**config.mk**
```make
export PLATFORM = sky130hd
export DESIGN_NAME = dds_channel_command_framer_top
export DESIGN_NICKNAME = d
export VERILOG_FILES = /design/src/rtl/dcf_pkg.sv /design/src/rtl/dds_channel_command_framer_top.sv /design/src/rtl/dcf_mult.sv /design/src/rtl/dcf_emit.sv
export SDC_FILE = /design/constraint.sdc
export NUM_CORES = 2
export LEC_CHECK = 0
export BUFFER_PORTS_ARGS = -buffer_cell sky130_fd_sc_hd__buf_2
export CAP_MARGIN = 20
export CORE_MARGIN = 1.5
export CORE_UTILIZATION = 30
export CTS_CLUSTER_SIZE = 24
export DETAILED_ROUTE_END_ITERATION = 8
export PLACE_DENSITY = 0.5
export RECOVER_POWER = 25
export REMOVE_ABC_BUFFERS = 1
export SYNTH_ARGS = -nofsm -noshare
export SYNTH_HDL_FRONTEND = slang
export SYNTH_HIERARCHICAL = 1
export SYNTH_SLANG_ARGS = --single-unit
```
**constraint.sdc**
```tcl
create_clock -name clk_i -period 17.2 [get_ports clk_i]
set_input_delay 4.3 -clock clk_i [delete_from_list [all_inputs] [get_ports clk_i]]
set_output_delay 4.3 -clock clk_i [all_outputs]
set_load 0.1 [all_outputs]
```
**src/rtl/dcf_pkg.sv**
```systemverilog
// ----------------------------------------------------------------------------
// dcf_pkg
// Shared types and constants for the synthesizer command framer.
// ----------------------------------------------------------------------------
`default_nettype none

package dcf_pkg;

  localparam int unsigned HZ_W       = 28;
  localparam int unsigned SCALE_W    = 36;
  localparam int unsigned SCALE_LO_W = 18;
  localparam int unsigned SCALE_HI_W = SCALE_W - SCALE_LO_W;
  localparam int unsigned PP_W       = HZ_W + SCALE_LO_W;
  localparam int unsigned APB_ADDR_W = 3;
  localparam int unsigned APB_DATA_W = 64;

  localparam logic [APB_ADDR_W-1:0] CFG_ADDR_SCALE = 3'd0;
  localparam logic [SCALE_W-1:0]    SCALE_RESET    = 36'd36893488147;

  localparam logic [7:0]  ADDR_CHAN_SEL = 8'h00;
  localparam logic [7:0]  ADDR_FREQ     = 8'h04;
  localparam logic [7:0]  ADDR_PHASE    = 8'h05;
  localparam logic [7:0]  ADDR_AMPL     = 8'h06;
  localparam logic [15:0] AMPL_ENABLE   = 16'h1000;

  // byte positions within one item's output
  localparam logic [2:0] IDX_SEL_ADDR = 3'd0;
  localparam logic [2:0] IDX_SEL_DATA = 3'd1;
  localparam logic [2:0] IDX_REG_ADDR = 3'd2;
  localparam logic [2:0] IDX_DATA0    = 3'd3;
  localparam logic [2:0] IDX_LAST_FRQ = 3'd6;
  localparam logic [2:0] IDX_LAST_PHS = 3'd4;
  localparam logic [2:0] IDX_LAST_AMP = 3'd5;

  typedef enum logic [1:0] {
    OP_FREQ  = 2'd0,
    OP_PHASE = 2'd1,
    OP_AMPL  = 2'd2
  } op_e;

  typedef struct packed {
    logic [1:0]  op;
    logic [3:0]  mask;
    logic [13:0] phase;
    logic [9:0]  ampl;
  } cmd_t;

endpackage

`default_nettype wire

```
**src/rtl/dds_channel_command_framer_top.sv**
```systemverilog
// ----------------------------------------------------------------------------
// dds_channel_command_framer_top
// Turns one synthesizer command into the bus bytes of its two frames.
// Stages: input register, tuning word stage, byte sequencer, output register.
// One byte per cycle within an item; an item has 7 (frequency), 5 (phase) or
// 6 (amplitude) bytes, set by the byte sequencer; the tuning word stage drops
// undefined ops. The receiver cannot stall. Reset clears all valid flags and
// loads the default tuning scale.
// ----------------------------------------------------------------------------
`default_nettype none

module dds_channel_command_framer_top (
  input  wire logic                           clk_i,
  input  wire logic                           rst_ni,
  input  wire logic                           start,
  output logic                                busy,
  input  wire logic [1:0]                     op_i,
  input  wire logic [3:0]                     channel_mask_i,
  input  wire logic [dcf_pkg::HZ_W-1:0]       frequency_hz_i,
  input  wire logic [13:0]                    phase_word_i,
  input  wire logic [9:0]                     amplitude_word_i,
  output logic                                result_valid_o,
  output logic [7:0]                          bus_byte_o,
  output logic                                frame_start_o,
  output logic                                frame_end_o,
  output logic                                last_o,
  input  wire logic                           psel,
  input  wire logic                           penable,
  input  wire logic                           pwrite,
  input  wire logic [dcf_pkg::APB_ADDR_W-1:0] paddr,
  input  wire logic [dcf_pkg::APB_DATA_W-1:0] pwdata,
  output logic [dcf_pkg::APB_DATA_W-1:0]      prdata,
  output logic                                pready
);

  logic                        scale_q;
  logic [dcf_pkg::SCALE_W-1:0] tuning_scale_q;
  logic                        cfg_wr;

  logic                        s1_valid_q, s1_valid_d;
  dcf_pkg::cmd_t               s1_cmd_q;
  logic [dcf_pkg::HZ_W-1:0]    s1_hz_q;
  logic                        accept;

  logic                        s2_free;
  logic                        s2_valid;
  dcf_pkg::cmd_t               s2_cmd;
  logic [31:0]                 s2_word;
  logic                        em_ready;

  assign pready  = 1'b1;
  assign cfg_wr  = psel && penable && pwrite && pready && (paddr == dcf_pkg::CFG_ADDR_SCALE);
  assign scale_q = 1'b0;
  assign prdata  = (paddr == dcf_pkg::CFG_ADDR_SCALE) ?
                   {{(dcf_pkg::APB_DATA_W-dcf_pkg::SCALE_W){scale_q}}, tuning_scale_q} : '0;

  always_ff @(posedge clk_i or negedge rst_ni) begin
    if (!rst_ni) begin
      tuning_scale_q <= dcf_pkg::SCALE_RESET;
    end else if (cfg_wr) begin
      tuning_scale_q <= pwdata[dcf_pkg::SCALE_W-1:0];
    end
  end

  // input register
  assign busy       = s1_valid_q && !s2_free;
  assign accept     = start && !busy;
  assign s1_valid_d = accept || (s1_valid_q && !s2_free);

  always_ff @(posedge clk_i or negedge rst_ni) begin
    if (!rst_ni) begin
      s1_valid_q <= 1'b0;
    end else begin
      s1_valid_q <= s1_valid_d;
    end
  end

  always_ff @(posedge clk_i) begin
    if (accept) begin
      s1_cmd_q.op    <= op_i;
      s1_cmd_q.mask  <= channel_mask_i;
      s1_cmd_q.phase <= phase_word_i;
      s1_cmd_q.ampl  <= amplitude_word_i;
      s1_hz_q        <= frequency_hz_i;
    end
  end

  dcf_mult u_mult (
    .clk_i       (clk_i),
    .rst_ni      (rst_ni),
    .in_valid_i  (s1_valid_q),
    .in_cmd_i    (s1_cmd_q),
    .hz_i        (s1_hz_q),
    .scale_i     (tuning_scale_q),
    .take_i      (em_ready),
    .free_o      (s2_free),
    .out_valid_o (s2_valid),
    .out_cmd_o   (s2_cmd),
    .word_o      (s2_word)
  );

  dcf_emit u_emit (
    .clk_i          (clk_i),
    .rst_ni         (rst_ni),
    .in_valid_i     (s2_valid),
    .in_cmd_i       (s2_cmd),
    .word_i         (s2_word),
    .ready_o        (em_ready),
    .result_valid_o (result_valid_o),
    .bus_byte_o     (bus_byte_o),
    .frame_start_o  (frame_start_o),
    .frame_end_o    (frame_end_o),
    .last_o         (last_o)
  );

  a_last_ends_frame: assert property (@(posedge clk_i) disable iff (!rst_ni)
    result_valid_o && last_o |-> frame_end_o)
    else $error("last byte without frame end");

  a_start_is_addr: assert property (@(posedge clk_i) disable iff (!rst_ni)
    result_valid_o && frame_start_o |->
      (bus_byte_o == dcf_pkg::ADDR_CHAN_SEL) || (bus_byte_o == dcf_pkg::ADDR_FREQ) ||
      (bus_byte_o == dcf_pkg::ADDR_PHASE) || (bus_byte_o == dcf_pkg::ADDR_AMPL))
    else $error("frame start on a non-address byte");

  a_next_item_opens: assert property (@(posedge clk_i) disable iff (!rst_ni)
    (result_valid_o && last_o) ##1 result_valid_o |->
      frame_start_o && (bus_byte_o == dcf_pkg::ADDR_CHAN_SEL))
    else $error("item does not open with channel select");

  a_busy_blocks: assert property (@(posedge clk_i) disable iff (!rst_ni)
    busy |=> s1_valid_q)
    else $error("input register lost an item while busy");

endmodule

`default_nettype wire

```
**src/rtl/dcf_mult.sv**
```systemverilog
// ----------------------------------------------------------------------------
// dcf_mult
// Tuning word stage: two registered partial products, summed on the way out.
// ----------------------------------------------------------------------------
`default_nettype none

module dcf_mult (
  input  wire logic                        clk_i,
  input  wire logic                        rst_ni,
  input  wire logic                        in_valid_i,
  input  wire dcf_pkg::cmd_t               in_cmd_i,
  input  wire logic [dcf_pkg::HZ_W-1:0]    hz_i,
  input  wire logic [dcf_pkg::SCALE_W-1:0] scale_i,
  input  wire logic                        take_i,
  output logic                             free_o,
  output logic                             out_valid_o,
  output dcf_pkg::cmd_t                    out_cmd_o,
  output logic [31:0]                      word_o
);

  logic                        valid_q, valid_d;
  dcf_pkg::cmd_t               cmd_q;
  logic [dcf_pkg::PP_W-1:0]    pp_lo_q, pp_hi_q;
  logic                        op_ok;
  logic [63:0]                 prod;

  assign free_o = !valid_q || take_i;
  assign op_ok  = (in_cmd_i.op == dcf_pkg::OP_FREQ) ||
                  (in_cmd_i.op == dcf_pkg::OP_PHASE) ||
                  (in_cmd_i.op == dcf_pkg::OP_AMPL);

  always_comb begin
    valid_d = valid_q;
    if (free_o) begin
      valid_d = in_valid_i && op_ok;
    end
  end

  always_ff @(posedge clk_i or negedge rst_ni) begin
    if (!rst_ni) begin
      valid_q <= 1'b0;
    end else begin
      valid_q <= valid_d;
    end
  end

  always_ff @(posedge clk_i) begin
    if (free_o && in_valid_i) begin
      cmd_q   <= in_cmd_i;
      pp_lo_q <= hz_i * scale_i[dcf_pkg::SCALE_LO_W-1:0];
      pp_hi_q <= hz_i * scale_i[dcf_pkg::SCALE_W-1:dcf_pkg::SCALE_LO_W];
    end
  end

  assign prod        = {{(64-dcf_pkg::PP_W){1'b0}}, pp_lo_q}
                     + {pp_hi_q, {dcf_pkg::SCALE_LO_W{1'b0}}};
  assign word_o      = prod[63:32];
  assign out_valid_o = valid_q;
  assign out_cmd_o   = cmd_q;

endmodule

`default_nettype wire

```
**src/rtl/dcf_emit.sv**
```systemverilog
// ----------------------------------------------------------------------------
// dcf_emit
// Byte sequencer: walks the two frames of one item, registered result out.
// ----------------------------------------------------------------------------
`default_nettype none

module dcf_emit (
  input  wire logic          clk_i,
  input  wire logic          rst_ni,
  input  wire logic          in_valid_i,
  input  wire dcf_pkg::cmd_t in_cmd_i,
  input  wire logic [31:0]   word_i,
  output logic               ready_o,
  output logic               result_valid_o,
  output logic [7:0]         bus_byte_o,
  output logic               frame_start_o,
  output logic               frame_end_o,
  output logic               last_o
);

  logic        busy_q, busy_d;
  logic [2:0]  idx_q, idx_d;
  logic [1:0]  op_q;
  logic [3:0]  mask_q;
  logic [31:0] data_q, data_d;
  logic [15:0] ampl_ext;
  logic        load;
  logic        at_last;
  logic [2:0]  last_idx;
  logic [7:0]  reg_addr;
  logic [1:0]  dsel;
  logic [7:0]  byte_d;
  logic        start_d, end_d;

  logic        out_valid_q;
  logic [7:0]  out_byte_q;
  logic        out_start_q, out_end_q, out_last_q;

  always_comb begin
    case (op_q)
      dcf_pkg::OP_FREQ: begin
        last_idx = dcf_pkg::IDX_LAST_FRQ;
        reg_addr = dcf_pkg::ADDR_FREQ;
      end
      dcf_pkg::OP_PHASE: begin
        last_idx = dcf_pkg::IDX_LAST_PHS;
        reg_addr = dcf_pkg::ADDR_PHASE;
      end
      dcf_pkg::OP_AMPL: begin
        last_idx = dcf_pkg::IDX_LAST_AMP;
        reg_addr = dcf_pkg::ADDR_AMPL;
      end
      default: begin
        last_idx = dcf_pkg::IDX_LAST_FRQ;
        reg_addr = dcf_pkg::ADDR_FREQ;
      end
    endcase
  end

  assign at_last = busy_q && (idx_q == last_idx);
  assign ready_o = !busy_q || at_last;
  assign load    = in_valid_i && ready_o;

  // first byte in [31:24]; amplitude data in [23:8], below a zero byte
  assign ampl_ext = {6'd0, in_cmd_i.ampl} | dcf_pkg::AMPL_ENABLE;

  always_comb begin
    case (in_cmd_i.op)
      dcf_pkg::OP_FREQ:  data_d = word_i;
      dcf_pkg::OP_PHASE: data_d = {2'b00, in_cmd_i.phase, 16'h0000};
      dcf_pkg::OP_AMPL:  data_d = {8'h00, ampl_ext, 8'h00};
      default:           data_d = word_i;
    endcase
  end

  always_comb begin
    busy_d = busy_q;
    idx_d  = idx_q;
    if (load) begin
      busy_d = 1'b1;
      idx_d  = dcf_pkg::IDX_SEL_ADDR;
    end else if (at_last) begin
      busy_d = 1'b0;
    end else if (busy_q) begin
      idx_d  = idx_q + 3'd1;
    end
  end

  always_ff @(posedge clk_i or negedge rst_ni) begin
    if (!rst_ni) begin
      busy_q      <= 1'b0;
      idx_q       <= dcf_pkg::IDX_SEL_ADDR;
      out_valid_q <= 1'b0;
    end else begin
      busy_q      <= busy_d;
      idx_q       <= idx_d;
      out_valid_q <= busy_q;
    end
  end

  always_ff @(posedge clk_i) begin
    if (load) begin
      op_q   <= in_cmd_i.op;
      mask_q <= in_cmd_i.mask;
      data_q <= data_d;
    end
  end

  assign dsel = idx_q[1:0] - dcf_pkg::IDX_DATA0[1:0];

  always_comb begin
    start_d = 1'b0;
    end_d   = 1'b0;
    case (idx_q)
      dcf_pkg::IDX_SEL_ADDR: begin
        byte_d  = dcf_pkg::ADDR_CHAN_SEL;
        start_d = 1'b1;
      end
      dcf_pkg::IDX_SEL_DATA: begin
        byte_d = {mask_q, 4'h0};
        end_d  = 1'b1;
      end
      dcf_pkg::IDX_REG_ADDR: begin
        byte_d  = reg_addr;
        start_d = 1'b1;
      end
      default: begin
        case (dsel)
          2'd0:    byte_d = data_q[31:24];
          2'd1:    byte_d = data_q[23:16];
          2'd2:    byte_d = data_q[15:8];
          default: byte_d = data_q[7:0];
        endcase
        end_d = (idx_q == last_idx);
      end
    endcase
  end

  always_ff @(posedge clk_i) begin
    out_byte_q  <= byte_d;
    out_start_q <= start_d;
    out_end_q   <= end_d;
    out_last_q  <= at_last;
  end

  assign result_valid_o = out_valid_q;
  assign bus_byte_o     = out_byte_q;
  assign frame_start_o  = out_start_q;
  assign frame_end_o    = out_end_q;
  assign last_o         = out_last_q;

endmodule

`default_nettype wire
```
# Word level (Yosys, flattened, before mapping)
# Index checks and enable logic that the tools add are counted.
# word_totals
ff_bits	272
output_inout_bits	78
# classes
mul	2
eq_ne	12
n_addsub	3
n_mux	13
reduce_logical	26
# ops
op	n
multiplier 28 x 18 -> 46 bit	2
adder 46 x 64 -> 64 bit	1
case mux 32 bit (2 select lines)	1
case mux 8 bit (3 select lines)	2
two-way mux 36 bit	1
logical AND 1 bit	9
two-way mux 3 bit	3
== test 2 x 1 -> 1 bit (second input constant)	4
== test 2 bit (second input constant)	4
case mux 2 bit (2 select lines)	2
logical NOT 3 bit	2
logical OR 1 bit	5
logical NOT 1 bit	4
logical NOT 2 bit	2
nonzero test 2 bit	2
adder 3 x 1 -> 3 bit (second input constant)	1
== test 3 x 1 -> 1 bit (second input constant)	1
== test 3 x 2 -> 1 bit (second input constant)	1
== test 3 bit	1
two-way mux 1 bit	3
!= test 2 x 1 -> 1 bit (second input constant)	1
case mux 1 bit (2 select lines)	1
AND reduction 2 bit	1
OR reduction 2 bit	1
subtractor 2 bit (second input constant)	1

# Longest topological paths before layout
# logic_depth
depth_word	11
depth_mapped	25
ltp_nobuf	23

# Hierarchy
# Netlist, hierarchy kept.
# modules_own_cells
module	instances	area_per_inst_um2	cells_per_inst
dcf_mult	1	35978.3	3968
dds_channel_command_framer_top	1	3804.9	211
dcf_emit	1	2413.6	176

# Worst setup path after synthesis
# OpenSTA, ideal clock, no wires.
# synth_timing
path_type	input -> output
from	in paddr[1] (netlist name)
to	out prdata[10] (netlist name)
setup_slack_ns	7.335
arrival_time_ns	5.565
required_time_ns	12.900
path_buffers	1
cell_stages	3
path_cell_list	nor3_4 -> clkbuf_1 -> and2_1
# synth_between
elab_chain_len	2
# synth_lines
item	line	text
start: declaration	dds_channel_command_framer_top.sv:30	input wire logic [dcf_pkg::APB_ADDR_W-1:0] paddr,
logical NOT 3 bit	dds_channel_command_framer_top.sv:54	assign prdata = (paddr == dcf_pkg::CFG_ADDR_SCALE) ?
two-way mux 36 bit	dds_channel_command_framer_top.sv:54	
end: declaration	dds_channel_command_framer_top.sv:32	output logic [dcf_pkg::APB_DATA_W-1:0] prdata,
# Every way passes these cells.

# Worst setup path after layout
# layout_timing
from	in paddr[1] (netlist name)
to	out prdata[1] (netlist name)
# Same word-level chain as after synthesis.

==> impl_metrics.tcl <==
set metrics [dict create \
    worstPathArrival_ns 5.72 \
    hp-class "reg -> reg" \
    first_iter_violations 1439 \
    fmax_ghz 0.0998 \
    fin_crit_ns 10.02 \
    cap_violations 3 \
    floorplan.initialDensity_pct 30.2 \
    ys_seq_area_share_pct 17.4 \
    routed_wl_um 116000 \
    worst_slew_pin_slew_ns 2.45 \
    cts_setup_buffers 0 \
    rows 137 \
    synth_edf_count 200 \
    rsz0062_at_grt "no" \
    vias_per_cell 4.60 \
    area.growth.synth_to_final_pct 8.35 \
    crit_required_ns 12.90 \
    end_kind "output pin" \
    relSlewSlack_pct -63.3 \
    drv_slew 108 \
    grt_max_degree 69 \
    grt_pass1_vias 31033 \
    overflow 0 \
    dp_hpwl_um 81000 \
    synth_fa_ha_area_share_pct 47.5 \
    ys.flop_type "edfxtp_1" \
    fp.dieArea_mm2 0.143 \
    synth_most_common_cell "inv_1" \
    vias 28719 \
    grt_use_total_pct 16.9 \
    ys_top_cells_by_area "fa_1 (39%), edfxtp_1 (14%), inv_1 (9.0%)" \
    nNetsFinal 5576 \
    htree_levels 2 \
    cts_hold_repair.buffers 0 \
    netlist.area_leader.share_pct 39.4 \
    cts_buffers 36 \
    clockBufferDepth 3 \
    route.detailed.drc 0 \
    io_pins 209 \
    finalCritPeriodShare_pct 58.2 \
    hold_violations 0 \
    wire_per_inst_um 18.6 \
    skew_ns 0.0627 \
    antenna_found_initial 6 \
    synthSimpleGateAreaFrac_pct 14.7 \
    synth_cells 4355 \
    critPathMaxFanout 19 \
    clk_latency_ns 0.62 \
    core_mm2 0.140 \
    synth_compound_area_share_pct 4.81 \
    muxShareOfSynthArea_pct 1.44 \
    netlist_area_mm2 0.0422 \
    yosysTopAreaCell "fa_1" \
    die_w_um 378 \
    cts_resized 0 \
    yosysWarnings 6 \
    synthTopCellsByCount "inv_1 (1,010), fa_1 (830), nand2_1 (680), and2_1 (424), ha_1 (274)" \
    synthXorXnorAreaFrac_pct 2.21 \
    path_clk_slew_ns 0.05 \
    async_reset_ff_share_pct 16.9 \
    setup-tns-final_ns 0 \
    synthDistinctLibCells 93 \
    cts-root-buf "clkbuf_16" \
    clock_sinks 254 \
    dr.pass1.iters 5 \
    drive_gt1_share_pct 8.01 \
    status "finished, violations left" \
    final_util_pct 32.8 \
    synth_top_family_by_area "adder cells" \
    critPathKind "in -> out" \
    setup_viol 0 \
    dieHeight_um 378 \
    synth.avg_cell_area_um2 9.69 \
    cts_tree "done" \
    cp-start-kind "primary input" \
    ant_nets 0 \
    gp_congestion 0.824 \
    grt_pass1_wl_um 184000 \
    port_buffers 151 \
    violations "max-capacitance violations, max-slew violations" \
    synth.ff_latch_count 254 \
]
[critical path: stages]
cell    delay [ns]
buf_2         0.11
nor3_4        0.51
buf_16        0.21
and2_2        0.15
buf_2         0.42
[logic make-up (layout without fill, tap and decap cells)]
group           Yosys count  after routing
xor+xnor                105            105
buf+inv                1290           1275
simple gates           1274           1274
compound gates          281            281
flops                   254            254
other cells               2             33
mux                      45             45
fa+ha+maj              1104           1104
[final timing paths]
path	slack, ns	cells past startpoint	from	endpoint
hold reg to reg	0.42	0	s1_cmd_q[17]$_DFFE_PP_	u_mult/out_cmd_o[17]$_DFFE_PP_
setup reg to reg	8.91	20	tuning_scale_q[18]$_DFFE_PN1P_	u_mult/pp_hi_q[42]$_DFFE_PP_
min in group asynchronous	3.88	2	rst_ni	s1_valid_q$_DFF_PN0_
max in group asynchronous	12.66	2	rst_ni	tuning_scale_q[30]$_DFFE_PN0P_
setup / recovery	7.18	5	paddr[1]	prdata[1]
hold / removal	0.42	0	s1_cmd_q[17]$_DFFE_PP_	u_mult/out_cmd_o[17]$_DFFE_PP_
[per-layer routing]
| layer | global-route usage (%) | vias to the layer above | wire [um] |
|---|---|---|---|
| li1 | - | 12847 | - |
| met1 | 22.8 | 15089 | 52100 |
| met2 | 28.4 | 647 | 55400 |
| met3 | 2.02 | 136 | 5020 |
| met4 | 5.08 | 0 | 3660 |
| met5 | 0 | - | 0 |
[sequential cells by signal, indices dropped and copies added (netlist names)]
signal	count
u_mult/pp_hi_q	46
s1_cmd_q	30
u_emit/last_o	1
u_emit/frame_end_o	1
u_emit/mask_q	4
u_emit/idx_q	3
s1_hz_q	28
u_mult/out_valid_o	1
u_mult/pp_lo_q	28
u_emit/busy_q	1
u_emit/op_q	2
tuning_scale_q	36
u_emit/frame_start_o	1
u_mult/out_cmd_o	30
u_emit/result_valid_o	1
s1_valid_q	1
u_emit/bus_byte_o	8
u_emit/data_q	32
[cell usage in the layout (no fill, tap or decap), types with 16 or more instances in the layout]
| master | netlist | final |
|---|---|---|
| xnor2_1 | 70 | 71 |
| o21ai_0 | 32 | 32 |
| a22o_1 | 25 | 25 |
| inv_1 | 1010 | 1010 |
| clkbuf_16 | 0 | 38 |
| a21oi_1 | 72 | 72 |
| nand4_1 | 21 | 21 |
| buf_4 | 32 | 47 |
| dfrtp_1 | 27 | 19 |
| nor2_1 | 42 | 42 |
| edfxtp_1 | 200 | 200 |
| and2_1 | 424 | 414 |
| dfstp_2 | 16 | 16 |
| fa_1 | 830 | 830 |
| nor2b_1 | 16 | 16 |
| conb_1 | 2 | 29 |
| ha_1 | 274 | 274 |
| xor2_1 | 33 | 33 |
| mux2_4 | 30 | 30 |
| a21o_1 | 52 | 52 |
| buf_2 | 6 | 151 |
| nand3_1 | 30 | 30 |
| nand2_1 | 680 | 680 |
[stage by stage]
stage	cells	worst slack [ns]	instance area, um^2	hold slack [ns]
finish	6247	7.18	45700	0.417
floorplan	4102	7.23	41000	0.375
detailed placement	6178	6.77	44500	0.406
CTS	6242	6.77	45700	0.400
global route	6243	7.07	45700	0.415
global placement	6178	6.84	44500	0.404
[area by class of cell]
type	count	area, um^2
Fill cell	14572	93800
Inverter	1010	3790
Timing Repair Buffer	201	1140
Multi-Input combinational cell	2838	29900
Tap cell	1876	2350
Clock buffer	47	995
Antenna cell	4	10.0
Sequential cell	254	7330
Clock inverter	17	206
Power is left out: the tool's default activity adds up to more than one toggle a clock period on the data nets, which glitch-free logic cannot reach.
